--- config.mk ---
export PLATFORM = sky130hd
export DESIGN_NAME = cpot_diff
export DESIGN_NICKNAME = d
export VERILOG_FILES = /design/src/rtl/core/cpot_pkg.sv /design/src/rtl/core/cpot_diff.sv
export SDC_FILE = /design/constraint.sdc
export NUM_CORES = 1
export LEC_CHECK = 0
export BUFFER_PORTS_ARGS = -buffer_cell sky130_fd_sc_hd__buf_4
export CORE_ASPECT_RATIO = 2
export CORE_MARGIN = 1
export CORE_UTILIZATION = 30
export DETAILED_ROUTE_END_ITERATION = 8
export SYNTH_ARGS = -nofsm -noshare
export SYNTH_HDL_FRONTEND = slang
export SYNTH_SLANG_ARGS = --single-unit
--- constraint.sdc ---
create_clock -name clock -period 24 [get_ports clock]
set_input_delay 3.6 -clock clock [delete_from_list [all_inputs] [get_ports clock]]
set_output_delay 3.6 -clock clock [all_outputs]
set_load 0.01 [all_outputs]
--- src/rtl/core/cpot_pkg.sv ---
package cpot_pkg;

   localparam int COORD_BITS = 16;
   localparam int DIFF_BITS  = COORD_BITS + 1;
   localparam int SQ_BITS    = 2 * DIFF_BITS;
   localparam int SUM_BITS   = SQ_BITS + 1;
   localparam int BIG_BITS   = 2 * SUM_BITS + 2;

   typedef logic signed [COORD_BITS-1:0] coord_type;
   typedef logic signed [DIFF_BITS-1:0]  diff_type;
   typedef logic signed [SQ_BITS-1:0]    sq_type;
   typedef logic signed [SUM_BITS-1:0]   sum_type;
   typedef logic signed [BIG_BITS-1:0]   big_type;

   typedef enum logic [1:0] {
      SHAPE_BOX    = 2'd0,
      SHAPE_CIRCLE = 2'd1,
      SHAPE_SEG    = 2'd2,
      SHAPE_NONE   = 2'd3
   } shape_type;

   typedef enum logic [3:0] {
      PAIR_NONE = 4'd0,
      PAIR_BB   = 4'd1,
      PAIR_CC   = 4'd2,
      PAIR_BC   = 4'd3,
      PAIR_SS   = 4'd4,
      PAIR_SC   = 4'd5,
      PAIR_SB   = 4'd6
   } pair_type;

   typedef struct packed {
      logic [1:0] kind;
      coord_type  x0;
      coord_type  y0;
      coord_type  x1;
      coord_type  y1;
   } shape_in_type;

   typedef struct packed {
      shape_in_type a;
      shape_in_type b;
   } pair_in_type;

endpackage

--- src/rtl/core/cpot_diff.sv ---
// stage 1: pair decode, operand ordering and coordinate differences
module cpot_diff (
   input  logic                 clock,
   input  logic                 en,
   input  cpot_pkg::pair_in_type pair,
   output cpot_pkg::pair_type   kind_ff,
   output cpot_pkg::diff_type   d_ff [16],
   output logic                 bb_ff
);
   import cpot_pkg::*;

   pair_type     kind_in;
   shape_in_type p, q;
   diff_type     d_in [16];
   coord_type    cx, cy;

   function automatic diff_type sub(coord_type a, coord_type b);
      return diff_type'(a) - diff_type'(b);
   endfunction

   function automatic coord_type clampc(coord_type v, coord_type lo, coord_type hi);
      coord_type m;
      m = (v > lo) ? v : lo;
      return (m < hi) ? m : hi;
   endfunction

   always_comb begin
      kind_in = PAIR_NONE;
      p = pair.a;
      q = pair.b;
      unique case ({pair.a.kind, pair.b.kind})
         {SHAPE_BOX, SHAPE_BOX}:       kind_in = PAIR_BB;
         {SHAPE_CIRCLE, SHAPE_CIRCLE}: kind_in = PAIR_CC;
         {SHAPE_BOX, SHAPE_CIRCLE}:    kind_in = PAIR_BC;
         {SHAPE_CIRCLE, SHAPE_BOX}:    begin kind_in = PAIR_BC; p = pair.b; q = pair.a; end
         {SHAPE_SEG, SHAPE_SEG}:       kind_in = PAIR_SS;
         {SHAPE_SEG, SHAPE_CIRCLE}:    kind_in = PAIR_SC;
         {SHAPE_CIRCLE, SHAPE_SEG}:    begin kind_in = PAIR_SC; p = pair.b; q = pair.a; end
         {SHAPE_SEG, SHAPE_BOX}:       kind_in = PAIR_SB;
         {SHAPE_BOX, SHAPE_SEG}:       begin kind_in = PAIR_SB; p = pair.b; q = pair.a; end
         default:                      kind_in = PAIR_NONE;
      endcase
      cx = clampc(q.x0, p.x0, p.x1);
      cy = clampc(q.y0, p.y0, p.y1);
      for (int i = 0; i < 16; i++) d_in[i] = '0;
      unique case (kind_in)
         PAIR_CC: begin
            d_in[0] = sub(p.x0, q.x0); d_in[1] = sub(p.y0, q.y0);
            d_in[2] = diff_type'(p.x1) + diff_type'(q.x1);
         end
         PAIR_BC: begin
            d_in[0] = sub(q.x0, cx); d_in[1] = sub(q.y0, cy);
            d_in[2] = diff_type'(q.x1);
         end
         PAIR_SC: begin
            // s = q-p, t = c-p, u = c-q
            d_in[0] = sub(p.x1, p.x0); d_in[1] = sub(p.y1, p.y0);
            d_in[2] = diff_type'(q.x1);
            d_in[3] = sub(q.x0, p.x0); d_in[4] = sub(q.y0, p.y0);
            d_in[5] = sub(q.x0, p.x1); d_in[6] = sub(q.y0, p.y1);
         end
         PAIR_SS: begin
            // edge ab with ac, ad; edge cd with ca, cb
            d_in[0] = sub(p.x1, p.x0); d_in[1] = sub(p.y1, p.y0);
            d_in[2] = sub(q.x0, p.x0); d_in[3] = sub(q.y0, p.y0);
            d_in[4] = sub(q.x1, p.x0); d_in[5] = sub(q.y1, p.y0);
            d_in[6] = sub(q.x1, q.x0); d_in[7] = sub(q.y1, q.y0);
            d_in[8] = sub(p.x0, q.x0); d_in[9] = sub(p.y0, q.y0);
            d_in[10] = sub(p.x1, q.x0); d_in[11] = sub(p.y1, q.y0);
         end
         PAIR_SB: begin
            // segment vs box corner points, and box edge vectors
            d_in[0] = sub(p.x1, p.x0); d_in[1] = sub(p.y1, p.y0);
            d_in[2] = sub(q.x0, p.x0); d_in[3] = sub(q.y0, p.y0);
            d_in[4] = sub(q.x1, p.x0); d_in[5] = sub(q.y1, p.y0);
            d_in[6] = sub(q.x1, q.x0); d_in[7] = sub(q.y1, q.y0);
            d_in[8] = sub(p.x0, q.x0); d_in[9] = sub(p.y0, q.y0);
            d_in[10] = sub(p.x1, q.x0); d_in[11] = sub(p.y1, q.y0);
            d_in[12] = sub(p.x0, q.x1); d_in[13] = sub(p.y0, q.y1);
            d_in[14] = sub(p.x1, q.x1); d_in[15] = sub(p.y1, q.y1);
         end
         default: ;
      endcase
   end

   always_ff @(posedge clock) begin
      if (en) begin
         kind_ff <= kind_in;
         d_ff    <= d_in;
         bb_ff   <= pair.a.x0 < pair.b.x1 && pair.a.x1 > pair.b.x0 &&
                    pair.a.y0 < pair.b.y1 && pair.a.y1 > pair.b.y0;
      end
   end
endmodule

**Word-level counts from Yosys, hierarchy flattened**

Cells that the tools add are included.

- Input port bits: 134
- Output and inout port bits: 277
- Register bits: 277
- Word-level logic and storage cells: 78

- $lt $le $gt $ge: 8
- Reduce and logical (&&, ||, !) cells: 9
- Eq/ne operators: 13
- $add $sub $neg: 21
- Mux-type cells: 9

Operators by type and width:

| operator | count |
|---|---|
| $sub A16 B16 Y17 | 20 |
| $pmux W51 S4 | 1 |
| $pmux W68 S2 | 1 |
| $mux W64 | 2 |
| $gt A16 B16 Y1 | 4 |
| $lt A16 B16 Y1 | 4 |
| $mux W16 | 4 |
| $eq A4 B3 Y1 const B | 6 |
| $pmux W3 S6 | 1 |
| $add A16 B16 Y17 | 1 |
| $eq A4 B2 Y1 const B | 3 |
| $eq A4 B4 Y1 const B | 3 |
| $reduce_or A2 Y1 | 4 |
| $eq A4 B1 Y1 const B | 1 |
| $logic_not A4 Y1 | 1 |
| $logic_and A1 B1 Y1 | 3 |
| $reduce_or A3 Y1 | 1 |

**Longest topological paths before layout**

- Depth after elaboration: 9
- Gate-level depth with buffers: 41
- Depth with buffers taken out: 35

**Worst setup path before layout**

OpenSTA, ideal clock, no wires.

- Path kind: input-to-reg
- Start point: input port pair[130] (netlist bit)
- End point: register d_ff[269] (netlist bit) (data pin)
- Stages on the path: 36
- Buffers on the path: 3
- Library setup time: 0.267 ns
- Path slack: 13.217 ns
- Required time: 23.733 ns
- Data arrival time: 10.516 ns
- Path through: buf_4 > or2_1 > buf_4 > nand2_2 > mux2_4 > o211a_1 > o32ai_4 > o2bb2ai_2 > a21oi_1 > nor2_1 > nor2_1 > nor2_1 > buf_2 > mux2i_1 > ha_1 > a21o_1 > a21o_1 > a221oi_1 > nor3_1 > nor4_1 > a32oi_4 > mux2_2 > ha_1 > fa_1 > nor2b_1 > o21ai_0 > a21boi_0 > o21ai_0 > a21oi_1 > o21ai_0 > a21o_1 > a21oi_1 > a31oi_1 > xnor2_1 > a22oi_1 > o21ai_0

RTL lines:

| what | RTL line | RTL |
|---|---|---|
| from (decl) | cpot_diff.sv:5 | `input cpot_pkg::pair_in_type pair,` |
| to (signal assigned) | cpot_diff.sv:89 | `d_ff <= d_in;` |
| to (decl) | cpot_diff.sv:7 | `output cpot_pkg::diff_type d_ff [16],` |

==> results.cfg <==
[logic_synthesis]
yosys_warnings = 0
synthesis.nets = 4301
synthCells = 3813
ys_ff_latch = 276
syn-cell-area_um2 = 31200
async_flop_share_pct = 0
synth_area_leaders = edfxtp_1, ha_1, a21oi_1
synth_top_area_share_pct = 26.6
synth_area_per_cell_um2 = 8.17
yosysSeqAreaShare_pct = 26.6
synth.largest_area_cell = edfxtp_1
ys.flop_type = edfxtp_1
netlist_top_cells_count = nor2_1, ha_1, a21oi_1
ys_types = 96
synth.most_common_cell = nor2_1
synth_edf_count = 276

[pwr]
switching_share_pct = 42.7
clkPwrFrac_pct = 22.4
ir_drop_mv = 0.0632
p_seq_share_pct = 28.0
p_per_area_nw_per_um2 = 60.3
power.switching_mw = 0.942
p_leak_nw = 15.8
p_comb_share_pct = 49.6
p_int_mw = 1.27

[placed_design]
portBuffers = 409
place_hpwl_mm = 117
dpl.cell_count = 5424
place.gp.congestion = 0.989

[grt]
grt-ovfl-total = 0
antenna_found_initial = 26
grt_usage_pct = 26.0
grt_pass1_wl_mm = 202
grt_pass1_vias = 30316
grt_max_degree = 170

[clock_tree]
post_cts_resized = 0
cts_hold_buf = 0
clk_pin_slew_ps = 70
postCtsSetupBuffers = 0
cts_made_buffers = 31
cts.htree.levels = 1
cts.path.max_buffers = 3
cts_tree = yes
cts_num_sinks = 276
cts_root_buffer = clkbuf_16

[run]
max_cap_violations = 0

[route]
ant_nets = 0
vias = 30809
finalWirelength_mm = 142
dr.pass1.iters = 6
drt-vias-per-instance = 5.61
wl_per_cell_um = 25.9
drc = 0
initialDrtViolationCount = 2428

[outcome]
status = complete, no violations

[cells_and_area]
synthToLayoutAreaGrowth_pct = 17.5
nNetsFinal = 4601
fillCellCount = 10890
drive_gt1_share_pct = 13.6
final_cells = 5495

[die]
start_util_pct = 30.4
die_w_um = 230
pin_count = 411
die_area_um2 = 105000
rows = 166
core-area_um2 = 103000
fp.dieH_um = 458

[sta]
slew_violations = 0
setup_viol = 0
fmax_ghz = 0.0836
hold_slack_ps = 3340
fin_crit_ps = 11960
period_share_pct = 49.8
tns_ps = 0
rsz0062_at_grt = no
hold_viol_final = 0
worst_pin_slew_ps = 1250
relSlewSlack_pct = 16.1

[worst_hold_path]
hold_class = in2reg
hold_depth = 3
min_to = d_ff[0]$_SDFFCE_PP0P_
min_from = pair[66]

[critical_path]
worst_path_most_repeated_cell = o21ai_0
cpPeakStageDelay_ps = 600
critical_path_arrival_ps = 12340
critPathSlowestCell = buf_12
crit_type = in2reg
path_max_fanout = 169
worstSetupStartpointType = input pin
cp-end-kind = register
cp.required_ps = 24390
[placed cells by master, fill, tap and decap left out, types with 34 or more instances in the layout]
| cell type | count |
|---|---|
| buf_4 | 460 |
| xnor2_1 | 168 |
| a21o_1 | 91 |
| o22ai_1 | 66 |
| o211ai_1 | 34 |
| nor2_1 | 393 |
| a21oi_1 | 304 |
| inv_1 | 296 |
| edfxtp_1 | 276 |
| nand2b_1 | 91 |
| a31oi_1 | 41 |
| o21ai_0 | 233 |
| o221ai_1 | 38 |
| mux2i_1 | 73 |
| ha_1 | 339 |
| nand3_1 | 57 |
| nor3_1 | 80 |
| xor2_1 | 85 |
| nor2b_1 | 90 |
| a21boi_0 | 42 |
| nand2_1 | 280 |
[metrics by stage]
step	utilization (%)	setup WS, ps	cell area (um^2)	total power, mW
global route	35.7	11370	36600	2.32
finish	35.7	12040	36600	2.21
global placement	34.7	11660	35600	1.71
CTS	35.7	12240	36600	2.21
detailed placement	34.7	11570	35600	1.71
floorplan	-	13220	31200	1.28
[kinds of logic after synthesis]
logic type | Yosys count | share of synthesized area (%)
buf+inv | 498 | 6.30
fa+ha+maj | 380 | 15.4
xor+xnor | 253 | 7.11
flops | 276 | 26.6
other cells | 1 | 0.0120
simple gates | 1177 | 17.9
compound gates | 1150 | 24.1
mux | 78 | 2.54
[flip-flops by register name, summed over array words and instances, names as in the netlist]
signal,cells
bb_ff,1
d_ff,272
kind_ff,3
[area by class of cell]
cell class / count / area (um^2) / area share [%]
Multi-Input combinational cell: 3039 / 21000 / 57.2
Timing Repair Buffer: 463 / 3510 / 9.58
Inverter: 302 / 1130 / 3.10
Clock inverter: 23 / 221 / 0.605
Tap cell: 1344 / 1680 / 4.59
Sequential cell: 276 / 8290 / 22.6
Antenna cell: 13 / 32.5 / 0.0888
Clock buffer: 35 / 791 / 2.16
[worst max-delay path: cells and delay by family]
family / cells / cell delay, ps
compound gates: 20 / 4410
simple gates: 9 / 1160
fa+ha+maj: 3 / 990
mux: 2 / 700
buf+inv: 4 / 1260
xor+xnor: 1 / 140
[worst max path at each step]
| stage | from | end | slack, ps | depth (start not counted) |
|---|---|---|---|---|
| floorplan | pair[130] | d_ff[269]$_DFFE_PP_ | 13220 | 36 |
| global placement | pair[131] | d_ff[269]$_DFFE_PP_ | 11660 | 39 |
| detailed placement | pair[131] | d_ff[269]$_DFFE_PP_ | 11570 | 39 |
| CTS | pair[131] | d_ff[252]$_DFFE_PP_ | 12240 | 34 |
| global route | pair[131] | d_ff[269]$_DFFE_PP_ | 11370 | 39 |
| finish | pair[131] | d_ff[269]$_DFFE_PP_ | 12040 | 39 |
[power by group through the flow]
| stage | Combinational, mW | Clock, mW | Sequential (mW) |
|---|---|---|---|
| CTS | 1.08 | 0.511 | 0.620 |
| floorplan | 0.636 | 0 | 0.646 |
| global placement | 1.07 | 0 | 0.631 |
| finish | 1.09 | 0.494 | 0.619 |
| detailed placement | 1.08 | 0 | 0.629 |
| global route | 1.17 | 0.523 | 0.623 |
[metal layers]
layer  vias to the layer above  GRT usage (%)  wire [um]  part of all wire, %
met2                      1214           43.9      67300                   47
met3                       332           4.63       9070                  6.4
met1                     14790           29.6      54600                   38
li1                      14445              -          -                    -
met5                         -              0        204                 0.14
met4                        28           18.4      11200                  7.9
Note: power is estimated with default switching activity, not from simulation.
